--- src/irpwd_pkg.sv ---
// Shared types and constants for the infrared pulse-width decoder.
// Used by the front classifier, the class queue, the back end and the top level.
package irpwd_pkg;

    localparam int WIDTH_W   = 8;
    localparam int FRAME_W   = 32;
    localparam int COUNT_W   = 8;
    localparam int CFG_IDX_W = 3;

    // Register indexes on the configuration channel.
    localparam logic [CFG_IDX_W-1:0] REG_TIMEOUT_MIN = 3'd0;
    localparam logic [CFG_IDX_W-1:0] REG_LEADER_MIN  = 3'd1;
    localparam logic [CFG_IDX_W-1:0] REG_REPEAT_MIN  = 3'd2;
    localparam logic [CFG_IDX_W-1:0] REG_ONE_MIN     = 3'd3;
    localparam logic [CFG_IDX_W-1:0] REG_ZERO_MIN    = 3'd4;

    // Threshold values after reset.
    localparam logic [WIDTH_W-1:0] RST_TIMEOUT_MIN = 8'd250;
    localparam logic [WIDTH_W-1:0] RST_LEADER_MIN  = 8'd200;
    localparam logic [WIDTH_W-1:0] RST_REPEAT_MIN  = 8'd100;
    localparam logic [WIDTH_W-1:0] RST_ONE_MIN     = 8'd50;
    localparam logic [WIDTH_W-1:0] RST_ZERO_MIN    = 8'd10;

    // Depth of the queue between classifier and back end.
    localparam int QUEUE_DEPTH = 2;
    localparam int QPTR_W      = $clog2(QUEUE_DEPTH);
    localparam int QCNT_W      = $clog2(QUEUE_DEPTH + 1);

    // Pulse classes.
    typedef logic [2:0] pulse_class_t;
    localparam pulse_class_t CLS_NONE    = 3'd0;
    localparam pulse_class_t CLS_TIMEOUT = 3'd1;
    localparam pulse_class_t CLS_REPEAT  = 3'd2;
    localparam pulse_class_t CLS_LEADER  = 3'd3;
    localparam pulse_class_t CLS_ZERO    = 3'd4;
    localparam pulse_class_t CLS_ONE     = 3'd5;

    typedef struct packed {
        logic [WIDTH_W-1:0] timeout_min;
        logic [WIDTH_W-1:0] leader_min;
        logic [WIDTH_W-1:0] repeat_min;
        logic [WIDTH_W-1:0] one_min;
        logic [WIDTH_W-1:0] zero_min;
    } thresholds_t;

    // Handshake between queue and back end.
    typedef struct packed {
        logic         valid;
        pulse_class_t kind;
    } queue_head_t;

    typedef struct packed {
        logic              full;
        logic [QCNT_W-1:0] count;
    } queue_status_t;

endpackage

--- src/irpwd_front.sv ---
// Front end: threshold registers and the pulse-width classifier.
// Depends on irpwd_pkg.
module irpwd_front (
    input  logic                                aclk,
    input  logic                                aresetn,
    input  logic                                cfg_valid,
    input  logic [irpwd_pkg::CFG_IDX_W-1:0]     cfg_index,
    input  logic [irpwd_pkg::WIDTH_W-1:0]       cfg_data,
    input  logic [irpwd_pkg::WIDTH_W-1:0]       pulse_width,
    output irpwd_pkg::pulse_class_t             pulse_kind
);

    irpwd_pkg::thresholds_t thr_reg;
    irpwd_pkg::thresholds_t thr_next;

    logic is_timeout;
    logic is_repeat;
    logic is_leader;
    logic is_zero;
    logic is_one;

    always_comb begin
        thr_next = thr_reg;
        if (cfg_valid) begin
            case (cfg_index)
                irpwd_pkg::REG_TIMEOUT_MIN: thr_next.timeout_min = cfg_data;
                irpwd_pkg::REG_LEADER_MIN:  thr_next.leader_min  = cfg_data;
                irpwd_pkg::REG_REPEAT_MIN:  thr_next.repeat_min  = cfg_data;
                irpwd_pkg::REG_ONE_MIN:     thr_next.one_min     = cfg_data;
                irpwd_pkg::REG_ZERO_MIN:    thr_next.zero_min    = cfg_data;
                default:                    thr_next = thr_reg;
            endcase
        end
    end

    always_ff @(posedge aclk) begin
        if (!aresetn) begin
            thr_reg.timeout_min <= irpwd_pkg::RST_TIMEOUT_MIN;
            thr_reg.leader_min  <= irpwd_pkg::RST_LEADER_MIN;
            thr_reg.repeat_min  <= irpwd_pkg::RST_REPEAT_MIN;
            thr_reg.one_min     <= irpwd_pkg::RST_ONE_MIN;
            thr_reg.zero_min    <= irpwd_pkg::RST_ZERO_MIN;
        end else begin
            thr_reg <= thr_next;
        end
    end

    // The rules are tested strictly in priority order, so overlapping or
    // unordered thresholds resolve to the first match.  A repeat wins over
    // the bit classes because it is tested before them.
    always_comb begin
        is_timeout = (pulse_width >= thr_reg.timeout_min);
        is_repeat  = !is_timeout && (pulse_width >= thr_reg.repeat_min)
                     && (pulse_width < thr_reg.leader_min);
        is_leader  = !is_timeout && !is_repeat && (pulse_width >= thr_reg.leader_min);
        is_zero    = !is_timeout && !is_repeat && !is_leader
                     && (pulse_width >= thr_reg.zero_min) && (pulse_width < thr_reg.one_min);
        is_one     = !is_timeout && !is_repeat && !is_leader && !is_zero
                     && (pulse_width >= thr_reg.one_min)
                     && (pulse_width < thr_reg.repeat_min);

        if (is_timeout) begin
            pulse_kind = irpwd_pkg::CLS_TIMEOUT;
        end else if (is_repeat) begin
            pulse_kind = irpwd_pkg::CLS_REPEAT;
        end else if (is_leader) begin
            pulse_kind = irpwd_pkg::CLS_LEADER;
        end else if (is_zero) begin
            pulse_kind = irpwd_pkg::CLS_ZERO;
        end else if (is_one) begin
            pulse_kind = irpwd_pkg::CLS_ONE;
        end else begin
            pulse_kind = irpwd_pkg::CLS_NONE;
        end
    end

endmodule

--- src/irpwd_queue.sv ---
// Short queue of classified pulses between the front and back ends.
// Depends on irpwd_pkg.
module irpwd_queue (
    input  logic                        aclk,
    input  logic                        aresetn,
    input  logic                        push,
    input  irpwd_pkg::pulse_class_t     push_kind,
    input  logic                        pop,
    output irpwd_pkg::queue_head_t      head,
    output irpwd_pkg::queue_status_t    status
);

    irpwd_pkg::pulse_class_t entry_reg [irpwd_pkg::QUEUE_DEPTH];

    logic [irpwd_pkg::QPTR_W-1:0] wr_ptr_reg, wr_ptr_next;
    logic [irpwd_pkg::QPTR_W-1:0] rd_ptr_reg, rd_ptr_next;
    logic [irpwd_pkg::QCNT_W-1:0] count_reg, count_next;

    logic do_push;
    logic do_pop;

    localparam logic [irpwd_pkg::QCNT_W-1:0] FULL_COUNT =
        irpwd_pkg::QCNT_W'(irpwd_pkg::QUEUE_DEPTH);
    localparam logic [irpwd_pkg::QPTR_W-1:0] LAST_PTR =
        irpwd_pkg::QPTR_W'(irpwd_pkg::QUEUE_DEPTH - 1);

    assign status.full  = (count_reg == FULL_COUNT);
    assign status.count = count_reg;
    assign head.valid   = (count_reg != '0);
    assign head.kind    = entry_reg[rd_ptr_reg];

    assign do_push = push && !status.full;
    assign do_pop  = pop && head.valid;

    always_comb begin
        wr_ptr_next = wr_ptr_reg;
        rd_ptr_next = rd_ptr_reg;
        count_next  = count_reg;
        if (do_push) begin
            wr_ptr_next = (wr_ptr_reg == LAST_PTR) ? '0 : wr_ptr_reg + 1'b1;
        end
        if (do_pop) begin
            rd_ptr_next = (rd_ptr_reg == LAST_PTR) ? '0 : rd_ptr_reg + 1'b1;
        end
        if (do_push && !do_pop) begin
            count_next = count_reg + 1'b1;
        end else if (do_pop && !do_push) begin
            count_next = count_reg - 1'b1;
        end
    end

    always_ff @(posedge aclk) begin
        if (!aresetn) begin
            wr_ptr_reg <= '0;
            rd_ptr_reg <= '0;
            count_reg  <= '0;
        end else begin
            wr_ptr_reg <= wr_ptr_next;
            rd_ptr_reg <= rd_ptr_next;
            count_reg  <= count_next;
        end
    end

    always_ff @(posedge aclk) begin
        if (do_push) begin
            entry_reg[wr_ptr_reg] <= push_kind;
        end
    end

endmodule

--- src/irpwd_back.sv ---
// Back end: burst state, frame shift register, counters and the result register.
// Depends on irpwd_pkg.
module irpwd_back (
    input  logic                                aclk,
    input  logic                                aresetn,
    input  irpwd_pkg::queue_head_t              head,
    output logic                                pop,
    output logic                                out_valid,
    input  logic                                out_ready,
    output logic [irpwd_pkg::FRAME_W-1:0]       frame_word,
    output logic [irpwd_pkg::COUNT_W-1:0]       repeat_count,
    output logic [irpwd_pkg::COUNT_W-1:0]       press_count,
    output logic                                repeat_seen,
    output logic                                burst_end
);

    logic                             leader_reg, leader_next;
    logic                             bit_reg, bit_next;
    logic [irpwd_pkg::FRAME_W-1:0]    shift_reg, shift_next;
    logic [irpwd_pkg::COUNT_W-1:0]    repeats_reg, repeats_next;
    logic [irpwd_pkg::COUNT_W-1:0]    presses_reg, presses_next;
    logic                             valid_reg, valid_next;
    logic                             rep_reg, rep_next;
    logic                             end_reg, end_next;

    logic lead_upd;
    logic bit_upd;

    // The state registers are the result payload, so an item is only taken
    // from the queue once the previous result has gone or is going.
    assign pop = head.valid && (!valid_reg || out_ready);

    always_comb begin
        leader_next  = leader_reg;
        bit_next     = bit_reg;
        shift_next   = shift_reg;
        repeats_next = repeats_reg;
        presses_next = presses_reg;
        rep_next     = rep_reg;
        end_next     = end_reg;
        valid_next   = valid_reg && !out_ready;

        lead_upd = leader_reg || (head.kind == irpwd_pkg::CLS_LEADER);
        case (head.kind)
            irpwd_pkg::CLS_ZERO: bit_upd = 1'b0;
            irpwd_pkg::CLS_ONE:  bit_upd = 1'b1;
            default:             bit_upd = bit_reg;
        endcase

        if (pop) begin
            valid_next = 1'b1;
            rep_next   = (head.kind == irpwd_pkg::CLS_REPEAT);
            end_next   = (head.kind == irpwd_pkg::CLS_REPEAT)
                         || (head.kind == irpwd_pkg::CLS_TIMEOUT);
            if (head.kind == irpwd_pkg::CLS_REPEAT) begin
                repeats_next = repeats_reg + 1'b1;
                presses_next = presses_reg + 1'b1;
            end else if (head.kind != irpwd_pkg::CLS_TIMEOUT && lead_upd) begin
                shift_next   = {shift_reg[irpwd_pkg::FRAME_W-2:0], bit_upd};
                repeats_next = '0;
                presses_next = irpwd_pkg::COUNT_W'(1);
            end
            if (end_next) begin
                leader_next = 1'b0;
                bit_next    = 1'b0;
            end else begin
                leader_next = lead_upd;
                bit_next    = bit_upd;
            end
        end
    end

    always_ff @(posedge aclk) begin
        if (!aresetn) begin
            leader_reg  <= 1'b0;
            bit_reg     <= 1'b0;
            shift_reg   <= '0;
            repeats_reg <= '0;
            presses_reg <= '0;
            valid_reg   <= 1'b0;
        end else begin
            leader_reg  <= leader_next;
            bit_reg     <= bit_next;
            shift_reg   <= shift_next;
            repeats_reg <= repeats_next;
            presses_reg <= presses_next;
            valid_reg   <= valid_next;
        end
    end

    always_ff @(posedge aclk) begin
        rep_reg <= rep_next;
        end_reg <= end_next;
    end

    assign out_valid    = valid_reg;
    assign frame_word   = shift_reg;
    assign repeat_count = repeats_reg;
    assign press_count  = presses_reg;
    assign repeat_seen  = rep_reg;
    assign burst_end    = end_reg;

endmodule

--- src/ir_pulse_width_decoder_core.sv ---
// Infrared pulse-width decoder: each transfer on the s_ channel carries one measured
// high-pulse width and yields exactly one result transfer on the m_ channel. The block
// takes one pulse per clock cycle while the queue is not full; a pulse is classified
// in the cycle it is accepted and pushed into a two-entry queue. The queue registers
// its class, and the back end pops it into the result registers that drive m_tvalid.
// The only limit on rate is the downstream ready: the back end updates its burst state
// at most once per cycle. Thresholds are to be written over the cfg_ channel only while
// the block is idle; the user must keep to this, the block itself does not enforce it.
// Depends on irpwd_pkg, irpwd_front, irpwd_queue and irpwd_back.
module ir_pulse_width_decoder_core (
    input  logic                                aclk,
    input  logic                                aresetn,
    // Configuration writes.
    input  logic                                cfg_valid,
    output logic                                cfg_ready,
    input  logic [irpwd_pkg::CFG_IDX_W-1:0]     cfg_index,
    input  logic [irpwd_pkg::WIDTH_W-1:0]       cfg_data,
    // Pulse input.
    input  logic                                s_tvalid,
    output logic                                s_tready,
    input  logic [7:0]                          s_tdata,   // [7:0] pulse_width
    // Results.
    output logic                                m_tvalid,
    input  logic                                m_tready,
    output logic [47:0]                         m_tdata,   // [31:0] frame_word,
                                                           // [39:32] repeat_count,
                                                           // [47:40] press_count
    output logic                                m_tuser,   // [0] repeat_seen
    output logic                                m_tlast    // burst_end
);

    irpwd_pkg::pulse_class_t   pulse_kind;
    irpwd_pkg::queue_head_t    q_head;
    irpwd_pkg::queue_status_t  q_status;
    logic                      q_pop;
    logic                      in_xfer;

    logic [irpwd_pkg::FRAME_W-1:0] frame_word;
    logic [irpwd_pkg::COUNT_W-1:0] repeat_count;
    logic [irpwd_pkg::COUNT_W-1:0] press_count;

    assign cfg_ready = 1'b1;
    assign s_tready  = !q_status.full;
    assign in_xfer   = s_tvalid && s_tready;

    irpwd_front u_front (
        .aclk        (aclk),
        .aresetn     (aresetn),
        .cfg_valid   (cfg_valid),
        .cfg_index   (cfg_index),
        .cfg_data    (cfg_data),
        .pulse_width (s_tdata),
        .pulse_kind  (pulse_kind)
    );

    irpwd_queue u_queue (
        .aclk      (aclk),
        .aresetn   (aresetn),
        .push      (in_xfer),
        .push_kind (pulse_kind),
        .pop       (q_pop),
        .head      (q_head),
        .status    (q_status)
    );

    irpwd_back u_back (
        .aclk         (aclk),
        .aresetn      (aresetn),
        .head         (q_head),
        .pop          (q_pop),
        .out_valid    (m_tvalid),
        .out_ready    (m_tready),
        .frame_word   (frame_word),
        .repeat_count (repeat_count),
        .press_count  (press_count),
        .repeat_seen  (m_tuser),
        .burst_end    (m_tlast)
    );

    assign m_tdata = {press_count, repeat_count, frame_word};

    // A repeat code always ends the burst.
    a_repeat_ends_burst: assert property (@(posedge aclk) disable iff (!aresetn)
        m_tvalid && m_tuser |-> m_tlast)
        else $error("repeat result without burst end");

    // The input side only stalls when the queue is full.
    a_stall_only_full: assert property (@(posedge aclk) disable iff (!aresetn)
        !s_tready |-> q_status.count == irpwd_pkg::QCNT_W'(irpwd_pkg::QUEUE_DEPTH))
        else $error("input stalled with queue space free");

    // A queued pulse is handed on whenever the output register is free.
    a_no_idle_back: assert property (@(posedge aclk) disable iff (!aresetn)
        q_head.valid && !m_tvalid |=> m_tvalid)
        else $error("back end idle with a pulse queued");

endmodule
--- config.mk ---
export PLATFORM = sky130hd
export DESIGN_NAME = ir_pulse_width_decoder_core
export DESIGN_NICKNAME = d
export VERILOG_FILES = /design/src/irpwd_pkg.sv /design/src/irpwd_front.sv /design/src/irpwd_queue.sv /design/src/irpwd_back.sv /design/src/ir_pulse_width_decoder_core.sv
export SDC_FILE = /design/constraint.sdc
export NUM_CORES = 1
export LEC_CHECK = 0
export ABC_AREA = 1
export BUFFER_PORTS_ARGS = -buffer_cell sky130_fd_sc_hd__buf_2
export CELL_PAD_IN_SITES_DETAIL_PLACEMENT = 2
export CELL_PAD_IN_SITES_GLOBAL_PLACEMENT = 2
export CORE_AREA = 3 3 106 149
export CTS_BUF_LIST = sky130_fd_sc_hd__clkbuf_4
export DETAILED_ROUTE_END_ITERATION = 7
export DIE_AREA = 0 0 109 152
export GPL_TIMING_DRIVEN = 0
export PLACE_DENSITY_LB_ADDON = 0.2
export SYNTH_ARGS = -nofsm -noshare
export SYNTH_HDL_FRONTEND = slang
export SYNTH_SLANG_ARGS = --single-unit
--- constraint.sdc ---
create_clock -name aclk -period 3.4 [get_ports aclk]
set_input_delay 0.68 -clock aclk [delete_from_list [all_inputs] [get_ports aclk]]
set_output_delay 0.68 -clock aclk [all_outputs]
set_load 0.005 [all_outputs]
# After elaboration in Yosys (flattened, before gate mapping)
# Memories as Yosys holds them, arrays and structs flattened. A register that Yosys moved wholly into a read port is not among the register bits.
# Cells that the tools add are included.
# Widths: inputs -> output; s select.
[word_totals]
regBits = 97
wordCells = 105
memories = 1
mem_bits_rw = 6
output_inout_bits = 53
[op_classes]
bitwise_logic = 1
eq_ne = 11
n_addsub = 6
muxes = 21
reduce_logical = 41
magnitude_cmp = 8
[memory_table]
columns = ["memory", "words", "width", "rd", "rd_ports_with_merged_regs", "write_ports", "line", "text"]
rows = [
  ["u_queue.entry_reg", 2, 3, 1, 1, 1, "irpwd_queue.sv:13", "irpwd_pkg::pulse_class_t entry_reg [irpwd_pkg::QUEUE_DEPTH];"],
]
[op_table]
columns = ["cell", "count"]
rows = [
  ["$ge 8x8->1", 5],
  ["$mux 8", 4],
  ["$lt 8x8->1", 3],
  ["$logic_and 1x1->1", 18],
  ["$add 8x1->8 const B", 2],
  ["$mux 3", 5],
  ["$eq 3x2->1 const B", 4],
  ["$reduce_and 2->1", 6],
  ["$eq 3x3->1 const B", 3],
  ["$logic_not 1->1", 9],
  ["$mux 1", 9],
  ["$eq 3x1->1 const B", 2],
  ["$reduce_bool 2->1", 3],
  ["$mux 2", 2],
  ["$logic_not 3->1", 1],
  ["$logic_or 1x1->1", 3],
  ["$ne 3x1->1 const B", 1],
  ["$reduce_and 3->1", 1],
  ["$add 1x1->1 const B", 2],
  ["$add 2x1->2 const B", 1],
  ["$eq 2x2->1 const B", 1],
  ["$pmux 1 s2", 1],
  ["$sub 2x1->2 const B", 1],
  ["$not 1->1", 1],
]

# Longest topological paths before layout
[logic_depth]
depth_word = 20
ltp_mapped = 13
ltp_nobuf = 13

# Modules after synthesis
# A second synthesis with hierarchy kept.
[hier_totals]
cells_unflattened = 688
area_unflattened_um2 = 5202.5
[modules_own_cells]
columns = ["mod", "cells_each", "area_per_inst_um2", "seq_area_each_um2", "instances"]
rows = [
  ["irpwd_front", 329, 2453.6, 800.8, 1],
  ["irpwd_back", 308, 2260.9, 1081.0, 1],
  ["irpwd_queue", 46, 462.9, 280.3, 1],
  ["ir_pulse_width_decoder_core", 5, 25.0, 0.0, 1],
]

# Worst setup path before layout
# OpenSTA, ideal clock, no wires.
[synth_path]
kind = "input-to-reg"
startpoint = "input port s_tdata[0]"
endpoint = "memory u_queue.entry_reg[0][2] (netlist name) (data pin)"
t_arrival_ps = 1603
cell_stages = 9
required_time_ps = 3142
slack_ps = 1538
path_buffers = 0
cell_sequence = "inv_1 -> ha_1 -> inv_1 -> nand2_1 -> a21oi_1 -> o21ai_0 -> nand2_1 -> nand2_1 -> and3b_1"
[synth_via]
elab_chain_len = 20
[synth_rtl]
columns = ["item", "line", "text"]
rows = [
  ["start: declaration", "ir_pulse_width_decoder_core.sv:21", "input logic [7:0] s_tdata,"],
  ["$ge 8x8->1", "irpwd_front.sv:52", "is_timeout = (pulse_width >= thr_reg.timeout_min);"],
  ["$logic_not 1->1", "--", ""],
  ["$logic_and 1x1->1", "irpwd_front.sv:53", "is_repeat = !is_timeout && (pulse_width >= thr_reg.repeat_min)"],
  ["$logic_and 1x1->1", "irpwd_front.sv:54", "&& (pulse_width < thr_reg.leader_min);"],
  ["$logic_not 1->1", "irpwd_front.sv:55, irpwd_front.sv:56, irpwd_front.sv:58", ""],
  ["$logic_and 1x1->1", "irpwd_front.sv:55, irpwd_front.sv:56, irpwd_front.sv:58", ""],
  ["$logic_and 1x1->1", "irpwd_front.sv:55", "is_leader = !is_timeout && !is_repeat && (pulse_width >= thr_reg.leader_min);"],
  ["$logic_not 1->1", "irpwd_front.sv:56, irpwd_front.sv:58", ""],
  ["[5 not listed]", "--", ""],
  ["$logic_and 1x1->1", "irpwd_front.sv:59", "&& (pulse_width >= thr_reg.one_min)"],
  ["$logic_and 1x1->1", "irpwd_front.sv:60", "&& (pulse_width < thr_reg.repeat_min);"],
  ["$mux 3", "irpwd_front.sv:70", "end else if (is_one) begin"],
  ["$mux 3", "irpwd_front.sv:68", "end else if (is_zero) begin"],
  ["$mux 3", "irpwd_front.sv:66", "end else if (is_leader) begin"],
  ["$mux 3", "irpwd_front.sv:64", "end else if (is_repeat) begin"],
  ["$mux 3 (*)", "irpwd_front.sv:62", "if (is_timeout) begin"],
  ["via pulse_kind[2]", "ir_pulse_width_decoder_core.sv:32", "irpwd_pkg::pulse_class_t pulse_kind;"],
  ["end: declaration", "irpwd_queue.sv:13", ""],
]
# Mark *: on every way through the listed nets, which the timed path passes. The rest lies on a longest branch.

# Worst setup path in the final report
[layout_path]
startpoint = "register u_queue.count_reg[0] (netlist name)"
endpoint = "output port s_tready"
[layout_via]
elab_chain_len = 2
[layout_rtl]
columns = ["item", "line", "text"]
rows = [
  ["start: declaration", "irpwd_queue.sv:17", "logic [irpwd_pkg::QCNT_W-1:0] count_reg, count_next;"],
  ["start signal: assignment", "irpwd_queue.sv:60", "count_reg <= count_next;"],
  ["$eq 2x2->1", "irpwd_queue.sv:27", "assign status.full = (count_reg == FULL_COUNT);"],
  ["$logic_not 1->1", "ir_pulse_width_decoder_core.sv:43", "assign s_tready = !q_status.full;"],
  ["end: declaration", "ir_pulse_width_decoder_core.sv:20", "output logic s_tready,"],
]
# No other way between the ends.

==> metrics <==
area share of the leading cell type in the synthesized netlist=37.9%; count of instances resized after the clock tree is built=0; Worst Clk Skew=0.0288 ns; total placed cells including tap cells=919; top post-synthesis cells by area=sky130_fd_sc_hd__dfxtp_1 (38%), sky130_fd_sc_hd__ha_1 (11%), sky130_fd_sc_hd__nor2_1 (8.8%), sky130_fd_sc_hd__nand2_1 (7.5%), sky130_fd_sc_hd__a21oi_1 (5.4%); Worst Hold Margin=0.472 ns; Ys Warns=0; Avg Vias per Cell=5.02; number of cell rows=52; Global Route Usage Sum=18.9%; sum of negative setup slack=0 ns; post-CTS setup-driven buffer insertion count=0; Power per Cell Area=647 mW/mm^2; clock tree from TritonCTS=built; Sequential cell area=0.00216 sq mm; Post-layout nets=808; leakage power=0.00271 uW; critical path endpoint category=output pin; Post-Route WL=15100 microns; Clock Root Buffer=sky130_fd_sc_hd__clkbuf_4; number of buffers inserted for hold repair after clock tree synthesis=0; Syn Area/Cell=7.75 sq um; clock period minus final worst setup slack=1.89 ns; fraction of final layout cells with drive strength greater than 1=16.0%; number of H-tree branching levels=3; Die Y=152 microns; global-route wire length before repair=25000 microns; core footprint=0.0145 sq mm; number of maximum-capacitance violations=0; count of unresolved DRC violations after routing=0; via count of the first global-routing pass=5169; Multi-input gate area=0.00251 sq mm; Final ANT Viol Nets=0; library cell occupying the most area in the post-synthesis netlist=sky130_fd_sc_hd__dfxtp_1; die outline width=109 microns; post-synth net total=722; period utilisation layout=55.5%; status=finished clean; GR Util met2=37.5%; layout filler cell count=1743; buffers from clock root to sink, at most=2; filler-free cell count of the finished design=936; setup repair after global routing missed its margin=false; Data required, critical path=2.72 ns; signal arrival time at the worst endpoint=1.21 ns; # setup viols final=0; number of I/O port buffers=75; antenna violations before repair=2; global route total overflow=0; CP max FO=6; Least-Margin Pin Slew=0.678 ns; vias post-DR=4699; FF+latch count, synth=104; Clock Latency Late Sink=0.49 ns; kind of start point of the critical path=flop; clock transition at the register clock pins on the worst setup and hold paths after CTS=0.20 ns; Routed wire per std cell=16.1 microns; netlist area before placement=0.00507 sq mm; clk sink count=104; drt pass-1 iters=4; clock buffers created by TritonCTS=9; placer's final routability congestion estimate=0.773; met1 Use GR=19.3%; class of the tightest hold or removal check=flop to flop; synthesized netlist cell count=655; max reg flops=40; Slew Limit Fails=0; sequential share of the synthesized area=42.6%; routing layer with the top usage in global route=met2; maximum number of pins on one net before global-route repair=22; type of the worst setup path=flop to output pin; Layout area overhead=15.1%; Max Freq=530 MHz; placed wire-length estimate=12000 microns; final hold violations=0; first-iteration detailed-routing DRC count=170; area enclosed by the die boundary=0.0166 sq mm; VDD IR max=0.000229 V; count of boundary I/O pins=77; met3 track demand over resource=2.67%; Max transition margin=54.7%; area of all placed cells without fillers=0.00584 sq mm; effective utilization at floorplan=35.0%; post-detailed-placement cell area=0.00569 sq mm; number of unique standard cell types used by synthesis=39
area by class of cell:
class                   instances  area share, %
diodes                          1         0.0428
multi-input cells             454           42.9
repair buffers                 75           6.43
well taps                     189           4.05
inverters                      76           4.93
plain buffers                  21           2.04
flip-flops and latches        104           37.0
clock inverters                 7           1.44
clock buffers                   9           1.16
through the flow:
stage / power, uW / worst slack [ns] / utilization [%]
finish: 3780 / 1.51 / 40.3
global placement: 3050 / 1.04 / 39.2
global route: 4110 / 1.37 / 40.3
CTS: 3860 / 1.46 / 40.2
floorplan: 2590 / 1.54 / -
detailed placement: 3150 / 0.950 / 39.2
worst paths after layout:
check	depth (start not counted)	slack, ns	endpoint	from
worst max-delay path	3	1.51	s_tready	u_queue.count_reg[0]$_SDFFE_PN0P_
worst min-delay path	2	0.47	u_front.thr_reg[7]$_SDFFE_PN0P_	u_front.thr_reg[7]$_SDFFE_PN0P_
worst max register to register	10	1.59	u_back.frame_word[31]$_SDFFE_PN0P_	flop
worst min register to register	2	0.47	u_front.thr_reg[7]$_SDFFE_PN0P_	u_front.thr_reg[7]$_SDFFE_PN0P_
logic make-up (layout without fill, tap and decap cells):
group / after synthesis / count (layout) / share of synthesized area, %
compound gates: 147 / 147 / 16.0
xor+xnor: 7 / 7 / 1.21
fa+ha+maj: 43 / 43 / 10.6
buf+inv: 97 / 188 / 8.01
flops: 104 / 104 / 42.6
other cells: 1 / 2 / 0.0739
simple gates: 256 / 256 / 21.5
Yosys cell counts:
cell type,number
sky130_fd_sc_hd__a211oi_1,1
sky130_fd_sc_hd__a21o_1,2
sky130_fd_sc_hd__a21oi_1,55
sky130_fd_sc_hd__a22oi_1,1
sky130_fd_sc_hd__a31oi_1,1
sky130_fd_sc_hd__and2_1,1
sky130_fd_sc_hd__and3b_1,1
sky130_fd_sc_hd__buf_2,5
sky130_fd_sc_hd__buf_4,1
sky130_fd_sc_hd__buf_6,4
sky130_fd_sc_hd__clkbuf_1,11
sky130_fd_sc_hd__conb_1,1
sky130_fd_sc_hd__dfxtp_1,96
sky130_fd_sc_hd__edfxtp_1,8
sky130_fd_sc_hd__ha_1,43
sky130_fd_sc_hd__inv_1,73
sky130_fd_sc_hd__inv_2,2
sky130_fd_sc_hd__inv_4,1
sky130_fd_sc_hd__nand2_1,101
sky130_fd_sc_hd__nand2_2,3
sky130_fd_sc_hd__nand2_4,1
sky130_fd_sc_hd__nand3_1,11
sky130_fd_sc_hd__nand3_2,1
sky130_fd_sc_hd__nand4_1,8
sky130_fd_sc_hd__nor2_1,119
sky130_fd_sc_hd__nor2_2,1
sky130_fd_sc_hd__nor2_4,4
sky130_fd_sc_hd__nor2_8,1
sky130_fd_sc_hd__nor3_1,3
sky130_fd_sc_hd__nor4_4,1
sky130_fd_sc_hd__o211ai_1,14
sky130_fd_sc_hd__o21ai_0,38
sky130_fd_sc_hd__o21ai_1,29
sky130_fd_sc_hd__o21ai_2,2
sky130_fd_sc_hd__o21ai_4,1
sky130_fd_sc_hd__o21bai_1,2
sky130_fd_sc_hd__o2bb2ai_1,1
sky130_fd_sc_hd__xnor2_1,2
sky130_fd_sc_hd__xor2_1,5
routing by layer:
layer | part of all wire (%) | wire, microns
met3 | 2.6 | 393
met1 | 39 | 5830
met5 | 0.080 | 12
met2 | 56 | 8500
met4 | 2.2 | 337
report_power, final:
| group | switching (uW) | internal (uW) |
|---|---|---|
| sequential | 191 | 1510 |
| clock | 509 | 184 |
| combinational | 869 | 521 |
critical path, stage by stage (launching register included):
cell and delay, ns:
sky130_fd_sc_hd__dfxtp_1 0.37, sky130_fd_sc_hd__inv_1 0.15, sky130_fd_sc_hd__nand2_1 0.08, sky130_fd_sc_hd__buf_2 0.13
cells in the final DEF (no fill, tap or decap), types with 4 or more instances in the layout:
cell type | synthesis | layout
sky130_fd_sc_hd__o21ai_0 | 38 | 38
sky130_fd_sc_hd__nor2_1 | 119 | 119
sky130_fd_sc_hd__nand2_1 | 101 | 101
sky130_fd_sc_hd__nand4_1 | 8 | 8
sky130_fd_sc_hd__a21oi_1 | 55 | 55
sky130_fd_sc_hd__edfxtp_1 | 8 | 8
sky130_fd_sc_hd__buf_6 | 4 | 4
sky130_fd_sc_hd__inv_1 | 73 | 73
sky130_fd_sc_hd__clkbuf_1 | 11 | 11
sky130_fd_sc_hd__nand3_1 | 11 | 11
sky130_fd_sc_hd__nor2_4 | 4 | 4
sky130_fd_sc_hd__o211ai_1 | 14 | 14
sky130_fd_sc_hd__buf_2 | 5 | 80
sky130_fd_sc_hd__ha_1 | 43 | 43
sky130_fd_sc_hd__o21ai_1 | 29 | 29
sky130_fd_sc_hd__dfxtp_1 | 96 | 96
sky130_fd_sc_hd__clkbuf_4 | 0 | 9
sky130_fd_sc_hd__xor2_1 | 5 | 5
No activity file was read; power rests on OpenSTA's default activity.
